==> src/design/ipv4f_pkg.sv <==
// Package for the IPv4 longest-prefix-match forwarding block.
// Holds the result codes, the sequencer states, the route entry layout and the mask helper.
// No dependencies.
`default_nettype none

package ipv4f_pkg;

    typedef enum logic [2:0] {
        ACT_LOCAL    = 3'd0,
        ACT_FORWARD  = 3'd1,
        ACT_TTL_DROP = 3'd2,
        ACT_NO_ROUTE = 3'd3,
        ACT_STORED   = 3'd4,
        ACT_FULL     = 3'd5
    } action_t;

    typedef enum logic [2:0] {
        ST_IDLE,
        ST_SCAN,
        ST_SUM,
        ST_FOLD,
        ST_DONE
    } state_t;

    typedef struct packed {
        logic [31:0] key;
        logic [5:0]  len;
        logic [31:0] hop;
    } entry_t;

    localparam logic [31:0] BCAST_ADDR     = 32'hFFFF_FFFF;
    localparam logic [5:0]  MAX_PREFIX_LEN = 6'd32;
    localparam logic [3:0]  CSUM_LAST_WORD = 4'd9;
    localparam logic        REG_LOCAL_ADDR = 1'b0;

    // Leading-ones mask for a prefix length; zero length gives an empty mask.
    function automatic logic [31:0] prefix_mask(input logic [5:0] len);
        logic [31:0] mask;
        if (len == 6'd0)
        begin
            mask = 32'h0;
        end
        else if (len >= MAX_PREFIX_LEN)
        begin
            mask = 32'hFFFF_FFFF;
        end
        else
        begin
            mask = 32'hFFFF_FFFF << (MAX_PREFIX_LEN - len);
        end
        return mask;
    endfunction

endpackage

`default_nettype wire

==> src/design/ipv4_forward_lpm.sv <==
// Top level of the IPv4 longest-prefix-match forwarding block.
// Depends on ipv4f_pkg and ipv4f_ram (route table storage).
//
//   channel   signals                                       direction
//   input     in_valid / in_stall + mode .. route_next_hop  into block
//   output    out_valid / out_stall + action .. checksum_out out of block
//   config    APB: psel penable pwrite paddr pwdata prdata   register access
//
// A route add or a local delivery passes from the result registers into the output register.
// A forward scans the table one entry per cycle through the RAM read port; if a route matches
// and the TTL is nonzero, it then sums the ten header words one per cycle and folds carries.
// One transaction is in work at a time; in_stall is high until its result reaches the
// output register, which holds it while out_stall is high. Reset empties the table by
// clearing the entry count.
`default_nettype none

module ipv4_forward_lpm #(
    parameter int TABLE_ENTRIES = 64
) (
    input  wire logic        clk,
    input  wire logic        rst_n,
    // input channel
    input  wire logic        in_valid,
    output logic             in_stall,
    input  wire logic        mode,
    input  wire logic [63:0] header_front,
    input  wire logic [7:0]  ttl_in,
    input  wire logic [7:0]  protocol_in,
    input  wire logic [31:0] source_address,
    input  wire logic [31:0] dest_address,
    input  wire logic [31:0] route_prefix,
    input  wire logic [5:0]  prefix_length,
    input  wire logic [31:0] route_next_hop,
    // output channel
    output logic             out_valid,
    input  wire logic        out_stall,
    output logic [2:0]       action,
    output logic [31:0]      next_hop_out,
    output logic [7:0]       ttl_out,
    output logic [15:0]      checksum_out,
    // configuration
    input  wire logic        psel,
    input  wire logic        penable,
    input  wire logic        pwrite,
    input  wire logic [2:0]  paddr,
    input  wire logic [31:0] pwdata,
    output logic [31:0]      prdata,
    output logic             pready
);

    import ipv4f_pkg::*;

    localparam int AW = (TABLE_ENTRIES > 1) ? $clog2(TABLE_ENTRIES) : 1;
    localparam int CW = $clog2(TABLE_ENTRIES + 1);
    localparam logic [CW-1:0] TABLE_CAP = CW'(TABLE_ENTRIES);

    state_t        state_reg, state_next;
    logic [CW-1:0] count_reg, count_next;
    logic [CW-1:0] rd_idx_reg, rd_idx_next;
    logic          rd_vld_reg, rd_vld_next;
    logic [5:0]    best_len_reg, best_len_next;
    logic [31:0]   best_hop_reg, best_hop_next;
    logic [3:0]    word_idx_reg, word_idx_next;
    logic [19:0]   sum_reg, sum_next;
    logic [31:0]   local_addr_reg;

    logic [63:0]   front_reg;
    logic [7:0]    ttl_reg;
    logic [7:0]    proto_reg;
    logic [31:0]   src_reg;
    logic [31:0]   dst_reg;
    logic          hdr_load;

    action_t       res_action_reg, res_action_next;
    logic [31:0]   res_hop_reg, res_hop_next;
    logic [7:0]    res_ttl_reg, res_ttl_next;
    logic [15:0]   res_csum_reg, res_csum_next;

    logic          out_valid_reg, out_valid_next;
    action_t       out_action_reg;
    logic [31:0]   out_hop_reg;
    logic [7:0]    out_ttl_reg;
    logic [15:0]   out_csum_reg;
    logic          out_load;

    logic          in_accept;
    logic          ram_we;
    logic          ram_re;
    entry_t        ram_wdata;
    entry_t        ram_rdata;
    logic [7:0]    ttl_dec;
    logic [15:0]   csum_word;
    logic          entry_hit;
    logic          cfg_write;

    // ---------------- configuration ----------------
    assign pready    = 1'b1;
    assign cfg_write = psel && penable && pwrite && pready;
    assign prdata    = (paddr[2] == REG_LOCAL_ADDR) ? local_addr_reg : 32'h0;

    always_ff @(posedge clk or negedge rst_n)
    begin
        if (!rst_n)
        begin
            local_addr_reg <= 32'h0;
        end
        else if (cfg_write && paddr[2] == REG_LOCAL_ADDR)
        begin
            local_addr_reg <= pwdata;
        end
    end

    // ---------------- route table ----------------
    assign in_stall  = (state_reg != ST_IDLE);
    assign in_accept = in_valid && !in_stall;
    assign ram_we    = in_accept && mode && (count_reg < TABLE_CAP);

    always_comb
    begin
        ram_wdata.key = route_prefix;
        ram_wdata.len = (prefix_length > MAX_PREFIX_LEN) ? MAX_PREFIX_LEN : prefix_length;
        ram_wdata.hop = route_next_hop;
    end

    ipv4f_ram #(
        .WIDTH ($bits(entry_t)),
        .DEPTH (TABLE_ENTRIES),
        .ADDR_W(AW)
    ) u_table (
        .clk  (clk),
        .we   (ram_we),
        .waddr(count_reg[AW-1:0]),
        .wdata(ram_wdata),
        .re   (ram_re),
        .raddr(rd_idx_reg[AW-1:0]),
        .rdata(ram_rdata)
    );

    assign entry_hit = (ram_rdata.len > best_len_reg) &&
                       (((dst_reg ^ ram_rdata.key) & prefix_mask(ram_rdata.len)) == 32'h0);

    // ---------------- checksum words ----------------
    assign ttl_dec = ttl_reg - 8'd1;

    always_comb
    begin
        case (word_idx_reg)
            4'd0:    csum_word = front_reg[63:48];
            4'd1:    csum_word = front_reg[47:32];
            4'd2:    csum_word = front_reg[31:16];
            4'd3:    csum_word = front_reg[15:0];
            4'd4:    csum_word = {ttl_dec, proto_reg};
            4'd5:    csum_word = src_reg[31:16];
            4'd6:    csum_word = src_reg[15:0];
            4'd7:    csum_word = dst_reg[31:16];
            4'd8:    csum_word = dst_reg[15:0];
            default: csum_word = 16'h0;
        endcase
    end

    // ---------------- sequencer ----------------
    always_ff @(posedge clk or negedge rst_n)
    begin
        if (!rst_n)
        begin
            state_reg    <= ST_IDLE;
            count_reg    <= '0;
            rd_idx_reg   <= '0;
            rd_vld_reg   <= 1'b0;
            best_len_reg <= 6'd0;
            word_idx_reg <= 4'd0;
        end
        else
        begin
            state_reg    <= state_next;
            count_reg    <= count_next;
            rd_idx_reg   <= rd_idx_next;
            rd_vld_reg   <= rd_vld_next;
            best_len_reg <= best_len_next;
            word_idx_reg <= word_idx_next;
        end
    end

    always_ff @(posedge clk)
    begin
        best_hop_reg   <= best_hop_next;
        sum_reg        <= sum_next;
        res_action_reg <= res_action_next;
        res_hop_reg    <= res_hop_next;
        res_ttl_reg    <= res_ttl_next;
        res_csum_reg   <= res_csum_next;
        if (hdr_load)
        begin
            front_reg <= header_front;
            ttl_reg   <= ttl_in;
            proto_reg <= protocol_in;
            src_reg   <= source_address;
            dst_reg   <= dest_address;
        end
    end

    always_comb
    begin
        state_next      = state_reg;
        count_next      = count_reg;
        rd_idx_next     = rd_idx_reg;
        rd_vld_next     = 1'b0;
        best_len_next   = best_len_reg;
        best_hop_next   = best_hop_reg;
        word_idx_next   = word_idx_reg;
        sum_next        = sum_reg;
        res_action_next = res_action_reg;
        res_hop_next    = res_hop_reg;
        res_ttl_next    = res_ttl_reg;
        res_csum_next   = res_csum_reg;
        hdr_load        = 1'b0;
        ram_re          = 1'b0;

        unique case (state_reg)
            ST_IDLE:
            begin
                if (in_accept)
                begin
                    res_hop_next  = 32'h0;
                    res_ttl_next  = 8'h0;
                    res_csum_next = 16'h0;
                    if (mode)
                    begin
                        if (count_reg < TABLE_CAP)
                        begin
                            count_next      = count_reg + CW'(1);
                            res_action_next = ACT_STORED;
                        end
                        else
                        begin
                            res_action_next = ACT_FULL;
                        end
                        state_next = ST_DONE;
                    end
                    else if (dest_address == BCAST_ADDR || dest_address == local_addr_reg)
                    begin
                        res_action_next = ACT_LOCAL;
                        state_next      = ST_DONE;
                    end
                    else
                    begin
                        hdr_load      = 1'b1;
                        rd_idx_next   = '0;
                        best_len_next = 6'd0;
                        best_hop_next = 32'h0;
                        state_next    = ST_SCAN;
                    end
                end
            end

            ST_SCAN:
            begin
                // issue one read per cycle, compare the entry that the RAM returns in the next cycle
                if (rd_idx_reg != count_reg)
                begin
                    ram_re      = 1'b1;
                    rd_vld_next = 1'b1;
                    rd_idx_next = rd_idx_reg + CW'(1);
                end
                if (rd_vld_reg && entry_hit)
                begin
                    best_len_next = ram_rdata.len;
                    best_hop_next = ram_rdata.hop;
                end
                if (rd_idx_reg == count_reg && !rd_vld_reg)
                begin
                    if (best_len_reg == 6'd0)
                    begin
                        res_action_next = ACT_NO_ROUTE;
                        state_next      = ST_DONE;
                    end
                    else if (ttl_reg == 8'd0)
                    begin
                        res_action_next = ACT_TTL_DROP;
                        state_next      = ST_DONE;
                    end
                    else
                    begin
                        word_idx_next = 4'd0;
                        sum_next      = 20'h0;
                        state_next    = ST_SUM;
                    end
                end
            end

            ST_SUM:
            begin
                sum_next      = sum_reg + {4'h0, csum_word};
                word_idx_next = word_idx_reg + 4'd1;
                if (word_idx_reg == CSUM_LAST_WORD)
                begin
                    state_next = ST_FOLD;
                end
            end

            ST_FOLD:
            begin
                // fold carries back until the sum fits 16 bits
                if (sum_reg[19:16] != 4'h0)
                begin
                    sum_next = {4'h0, sum_reg[15:0]} + {16'h0, sum_reg[19:16]};
                end
                else
                begin
                    res_action_next = ACT_FORWARD;
                    res_hop_next    = best_hop_reg;
                    res_ttl_next    = ttl_dec;
                    res_csum_next   = ~sum_reg[15:0];
                    state_next      = ST_DONE;
                end
            end

            ST_DONE:
            begin
                if (out_load)
                begin
                    state_next = ST_IDLE;
                end
            end

            default:
            begin
                state_next = ST_IDLE;
            end
        endcase
    end

    // ---------------- output register ----------------
    assign out_load       = (state_reg == ST_DONE) && (!out_valid_reg || !out_stall);
    assign out_valid_next = out_load || (out_valid_reg && out_stall);

    always_ff @(posedge clk or negedge rst_n)
    begin
        if (!rst_n)
        begin
            out_valid_reg <= 1'b0;
        end
        else
        begin
            out_valid_reg <= out_valid_next;
        end
    end

    always_ff @(posedge clk)
    begin
        if (out_load)
        begin
            out_action_reg <= res_action_reg;
            out_hop_reg    <= res_hop_reg;
            out_ttl_reg    <= res_ttl_reg;
            out_csum_reg   <= res_csum_reg;
        end
    end

    assign out_valid    = out_valid_reg;
    assign action       = out_action_reg;
    assign next_hop_out = out_hop_reg;
    assign ttl_out      = out_ttl_reg;
    assign checksum_out = out_csum_reg;

    // ---------------- assertions ----------------
    a_count_bound: assert property (@(posedge clk) disable iff (!rst_n)
        count_reg <= TABLE_CAP)
        else $error("route count exceeds table size");

    a_write_room: assert property (@(posedge clk) disable iff (!rst_n)
        ram_we |-> (count_reg < TABLE_CAP && state_reg == ST_IDLE))
        else $error("table write without room or outside idle");

    a_scan_bound: assert property (@(posedge clk) disable iff (!rst_n)
        rd_idx_reg <= count_reg)
        else $error("scan index ran past stored routes");

    a_done_loads: assert property (@(posedge clk) disable iff (!rst_n)
        (state_reg == ST_DONE && !(out_valid_reg && out_stall)) |=> out_valid_reg)
        else $error("finished result not loaded into output register");

    a_fwd_ttl: assert property (@(posedge clk) disable iff (!rst_n)
        (out_valid_reg && out_action_reg == ACT_FORWARD) |-> (out_ttl_reg != 8'hFF))
        else $error("forwarded packet with wrapped ttl");

endmodule

`default_nettype wire

==> src/design/ipv4f_ram.sv <==
// Generic single-port-write, single-port-read RAM with registered read data.
// Used for the route table; no package dependency.
`default_nettype none

module ipv4f_ram #(
    parameter int WIDTH  = 70,
    parameter int DEPTH  = 64,
    parameter int ADDR_W = (DEPTH > 1) ? $clog2(DEPTH) : 1
) (
    input  wire logic              clk,
    input  wire logic              we,
    input  wire logic [ADDR_W-1:0] waddr,
    input  wire logic [WIDTH-1:0]  wdata,
    input  wire logic              re,
    input  wire logic [ADDR_W-1:0] raddr,
    output logic      [WIDTH-1:0]  rdata
);

    logic [WIDTH-1:0] mem [DEPTH];

    always_ff @(posedge clk)
    begin
        if (we)
        begin
            mem[waddr] <= wdata;
        end
        if (re)
        begin
            rdata <= mem[raddr];
        end
    end

endmodule

`default_nettype wire
==> config.mk <==
export PLATFORM = sky130hd
export DESIGN_NAME = ipv4_forward_lpm
export DESIGN_NICKNAME = d
export VERILOG_FILES = /design/src/design/ipv4f_pkg.sv /design/src/design/ipv4_forward_lpm.sv /design/src/design/ipv4f_ram.sv
export SDC_FILE = /design/constraint.sdc
export NUM_CORES = 2
export LEC_CHECK = 0
export BUFFER_PORTS_ARGS = -buffer_cell sky130_fd_sc_hd__buf_2
export CAP_MARGIN = 10
export CELL_PAD_IN_SITES_DETAIL_PLACEMENT = 0
export CELL_PAD_IN_SITES_GLOBAL_PLACEMENT = 2
export CORE_ASPECT_RATIO = 1.25
export CORE_MARGIN = 2
export CORE_UTILIZATION = 40
export CTS_CLUSTER_SIZE = 28
export DETAILED_ROUTE_END_ITERATION = 6
export PLACE_DENSITY_LB_ADDON = 0.12
export SLEW_MARGIN = 0
export SYNTH_ARGS = -nofsm -noshare
export SYNTH_HDL_FRONTEND = slang
export SYNTH_MEMORY_MAX_BITS = 65536
export SYNTH_SLANG_ARGS = --single-unit
==> constraint.sdc <==
create_clock -name clk -period 5.85 [get_ports clk]
set_input_delay 1.17 -clock clk [delete_from_list [all_inputs] [get_ports clk]]
set_output_delay 1.17 -clock clk [all_outputs]
set_load 0.005 [all_outputs]
==> impl_metrics.sql <==
INSERT INTO impl_metrics (metric_group, metric, value, unit) VALUES
('synthesis', 'yosys_warnings', '0', ''),
('drt', 'drc', '0', ''),
('clocking', 'post_cts.repair.setup_buffers', '0', ''),
('placement', 'hpwl', '301.4', 'mm'),
('sta', 'final_hold_viol_count', '0', ''),
('drt', 'detailedRoute.firstIterationViolations', '10967', ''),
('global_route', 'pin_count_of_the_biggest_net_entering_global_routing', '86', ''),
('layout', 'layout.filler_cells', '38607', ''),
('global_route', 'grt_util_met1', '31.76', '%'),
('sta', 'tns', '0', 'ns'),
('clocking', 'clock_tree.buffer_depth', '4', ''),
('sta', 'final_worst_path_cycle_share', '81.70', '%'),
('run_status', 'run_status', 'finished clean', ''),
('drt', 'vias', '88062', ''),
('clocking', 'cts_max_level', '5', ''),
('synthesis', 'post_synth_instance_area', '188100', 'µm²'),
('floorplan', 'die-width', '617.3', 'µm'),
('layout', 'layout-area-overhead-vs-synth', '14.78', '%'),
('sta', 'setup_repair_after_global_routing_missed_its_margin', 'no', ''),
('floorplan', 'die-area', '475700', 'µm²'),
('clocking', 'clk_root_buf', 'sky130_fd_sc_hd__clkbuf_16', ''),
('layout', 'nets', '8670', ''),
('placement', 'gp_routability_congestion', '0.8554', ''),
('sta', 'timing.slew.headroom', '7.656', '%'),
('sta', 'slew_viol_final', '0', ''),
('clocking', 'cts_num_sinks', '4925', ''),
('synthesis', 'synth-seq-cells', '4925', ''),
('setup_path', 'crit_arrival', '5.47', 'ns'),
('global_route', 'globalRouteMet2Util', '41.44', '%'),
('global_route', 'globalRouteTotalUtil', '23.81', '%'),
('floorplan', 'initial_cell_density_of_the_core', '40.16', '%'),
('placement', 'port_buffers', '347', ''),
('global_route', 'grt_antenna_before_repair', '56', ''),
('synthesis', 'post_synth_inst_count', '7648', ''),
('synthesis', 'postSynth.asyncResetShare', '1.239', '%'),
('synthesis', 'synth_edf_count', '4864', ''),
('flow_run', 'max-cap-violations', '0', ''),
('pwr', 'irDropWorstVdd', '279.1', 'µV'),
('sta', 'tightest_slew', '1.385', 'ns'),
('global_route', 'grt_pass1_wl', '774.7', 'mm'),
('global_route', 'gr-total-overflow', '0', ''),
('layout', 'largest_register_ffs', '4480', ''),
('synthesis', 'synth_flop_cell', 'sky130_fd_sc_hd__edfxtp_1', ''),
('pwr', 'power_density', '404.9', 'nW/µm²'),
('drt', 'post_drt_via_cell_ratio', '5.863', ''),
('floorplan', 'num_rows', '281', ''),
('global_route', 'groute.layer.met3.usage', '3.291', '%'),
('sta', 'clock-skew-final', '0.05957', 'ns'),
('synthesis', 'yosys.cell_types.count', '78', ''),
('global_route', 'first_global_vias', '90544', ''),
('sta', 'max_freq', '209.2', 'MHz'),
('clocking', 'tritoncts.num_buffers', '479', ''),
('synthesis', 'mappedNetlistNets', '7945', ''),
('setup_path', 'critical_path_required', '6.54', 'ns'),
('layout', 'layout_cell_share_with_drive_strength_beyond_1', '33.19', '%'),
('setup_path', 'crit_path_start_kind', 'register', ''),
('floorplan', 'floorplan.die.height', '770.6', 'µm'),
('sta', 'report.final.setup_viol', '0', ''),
('clocking', 'cts_tree', 'yes', ''),
('drt', 'detail_route.wl_per_cell', '37.98', 'µm'),
('drt', 'dr.pass1.iters', '6', ''),
('sta', 'finalHoldWorstSlack', '0.2898', 'ns'),
('floorplan', 'floorplan.io_pins', '351', ''),
('global_route', 'layer_with_the_highest_usage_after_global_routing', 'met2', ''),
('clocking', 'clkTransAtPathRegs', '0.07', 'ns'),
('synthesis', 'seq_area_frac_synth', '78.47', '%'),
('setup_path', 'rrSetupSlack', '1.07', 'ns'),
('setup_path', 'critPathCaptureType', 'register', ''),
('setup_path', 'maximum_fanout_count_along_the_critical_path', '17', ''),
('worst_hold_path', 'hold_crit_class', 'in -> reg', ''),
('setup_path', 'timing.setup.critical_path_class', 'reg -> reg', ''),
('drt', 'drt-total-wl', '570.4', 'mm'),
('clocking', 'clock_insertion_delay_worst_skew', '1.06', 'ns'),
('sta', 'final.min_clock_period', '4.779', 'ns'),
('pwr', 'cellLeakagePower', '65.45', 'nW'),
('synthesis', 'average_footprint_of_a_synthesized_cell', '24.59', 'µm²'),
('floorplan', 'core_area', '468300', 'µm²'),
('drt', 'antenna_left', '0', ''),
('pwr', 'total_power', '87.41', 'mW');
-- worst max-delay path, stage by stage (launching register included) --
cell	delay (ns)
sky130_fd_sc_hd__edfxtp_1	0.47
sky130_fd_sc_hd__inv_1	0.18
sky130_fd_sc_hd__ha_1	0.30
sky130_fd_sc_hd__inv_1	0.08
sky130_fd_sc_hd__ha_1	0.46
sky130_fd_sc_hd__nand2b_1	0.28
sky130_fd_sc_hd__a22o_1	0.22
sky130_fd_sc_hd__a2111oi_0	0.42
sky130_fd_sc_hd__o211a_1	0.20
sky130_fd_sc_hd__a31oi_1	0.17
sky130_fd_sc_hd__a211oi_4	0.52
sky130_fd_sc_hd__or2_4	0.55
sky130_fd_sc_hd__buf_4	0.46
-- cells by family after synthesis --
family	Yosys count	share of synthesized area, %
AOI/OAI and AO/OA	215	0.8436
adders and majority gates	40	0.2741
muxes	1506	17.82
and+or+nand+nor	427	1.174
DFF	4925	78.47
xor gates and xnor gates	112	0.5216
buffers and inverters	422	0.8935
other	1	0.001994
-- power by group --
group          leakage (nW)  switching, mW  internal (mW)
clock                  7.53           13.5           17.1
sequential             44.2          0.601           39.6
combinational          13.7           8.35           8.15
-- metrics by stage --
stage / setup WS (ns) / utilization, % / cells / area [µm²]
2_1_floorplan: 0.3423 / - / 7648 / 188100
3_5_place_dp: 1.058 / 42.78 / 14113 / 200400
4_1_cts: 0.9901 / 46.07 / 15003 / 215800
5_1_grt: 0.6275 / 46.09 / 15010 / 215800
6_report: 1.071 / 46.10 / 15020 / 215900
3_3_place_gp: 1.022 / 42.78 / 14113 / 200400
-- Yosys cell counts, types with 33 or more instances --
library cell | n | area (µm²)
sky130_fd_sc_hd__nor2b_1 | 44 | 275.3
sky130_fd_sc_hd__buf_2 | 62 | 310.3
sky130_fd_sc_hd__mux4_2 | 1470 | 33110
sky130_fd_sc_hd__nand2_1 | 58 | 217.7
sky130_fd_sc_hd__dfrtp_1 | 61 | 1526
sky130_fd_sc_hd__and2_1 | 43 | 269.0
sky130_fd_sc_hd__xor2_1 | 81 | 709.4
sky130_fd_sc_hd__buf_1 | 78 | 292.8
sky130_fd_sc_hd__edfxtp_1 | 4864 | 146100
sky130_fd_sc_hd__nor2_1 | 133 | 499.2
sky130_fd_sc_hd__mux2_2 | 33 | 371.6
sky130_fd_sc_hd__clkbuf_1 | 247 | 927.1
sky130_fd_sc_hd__and3_1 | 38 | 237.7
sky130_fd_sc_hd__ha_1 | 38 | 475.5
-- per-layer routing --
layer,part of all wire (%),wire length [µm]
met2,52,293900
met1,40,228600
met3,5.9,33510
met5,0.044,250
met4,2.5,14200
-- cell type report --
| type | count | area [µm²] | share of cell area [%] |
|---|---|---|---|
| Tap cell | 6226 | 7790 | 3.609 |
| Sequential cell | 4925 | 147600 | 68.38 |
| Multi-Input combinational cell | 2301 | 39380 | 18.24 |
| Clock inverter | 310 | 2810 | 1.302 |
| Timing Repair Buffer | 634 | 5533 | 2.563 |
| Antenna cell | 13 | 32.53 | 0.01507 |
| Inverter | 32 | 125.1 | 0.05796 |
| Clock buffer | 579 | 12590 | 5.833 |
-- cell usage in the layout, fill, tap and decap left out, types with 11 or more instances in the layout --
master and n:
sky130_fd_sc_hd__nor2_4 64, sky130_fd_sc_hd__mux4_2 1470, sky130_fd_sc_hd__buf_2 347, sky130_fd_sc_hd__and2_1 43, sky130_fd_sc_hd__diode_2 13, sky130_fd_sc_hd__clkinv_1 123
sky130_fd_sc_hd__clkinv_2 101, sky130_fd_sc_hd__xor2_1 81, sky130_fd_sc_hd__edfxtp_1 4864, sky130_fd_sc_hd__o22ai_1 15, sky130_fd_sc_hd__buf_4 155, sky130_fd_sc_hd__a22oi_1 32
sky130_fd_sc_hd__nor4_1 14, sky130_fd_sc_hd__mux2_2 33, sky130_fd_sc_hd__nor2_1 69, sky130_fd_sc_hd__nor3_1 13, sky130_fd_sc_hd__a21oi_1 24, sky130_fd_sc_hd__nand2_1 58
sky130_fd_sc_hd__xnor2_1 31, sky130_fd_sc_hd__nand3_1 24, sky130_fd_sc_hd__dfrtp_1 54, sky130_fd_sc_hd__buf_12 131, sky130_fd_sc_hd__clkbuf_16 486, sky130_fd_sc_hd__inv_1 31
sky130_fd_sc_hd__nor2b_1 38, sky130_fd_sc_hd__clkbuf_1 85, sky130_fd_sc_hd__a222oi_1 11, sky130_fd_sc_hd__o21ai_0 29, sky130_fd_sc_hd__nand4_1 19, sky130_fd_sc_hd__bufinv_16 42
sky130_fd_sc_hd__and3_1 38, sky130_fd_sc_hd__ha_1 38, sky130_fd_sc_hd__clkinvlp_4 16
-- worst paths after layout --
kind / startpoint / endpoint / depth (start not counted)
max: u_table.rdata[33] / best_hop_reg[1] / 12
min: header_front[2] / front_reg[2] / 1
max reg2reg: u_table.rdata[33] / best_hop_reg[1] / 12
min reg2reg: res_csum_reg[13] / checksum_out[13] / 0
max in group asynchronous: rst_n / rd_idx_reg[2] / 3
min in group asynchronous: rst_n / local_addr_reg[5] / 2
-- repair_timing --
item,CTS,global route
gates resized for setup,0,0
hold buffers,1,0
endpoints found under the hold margin,5,0
(Power assumes the default switching activity.)
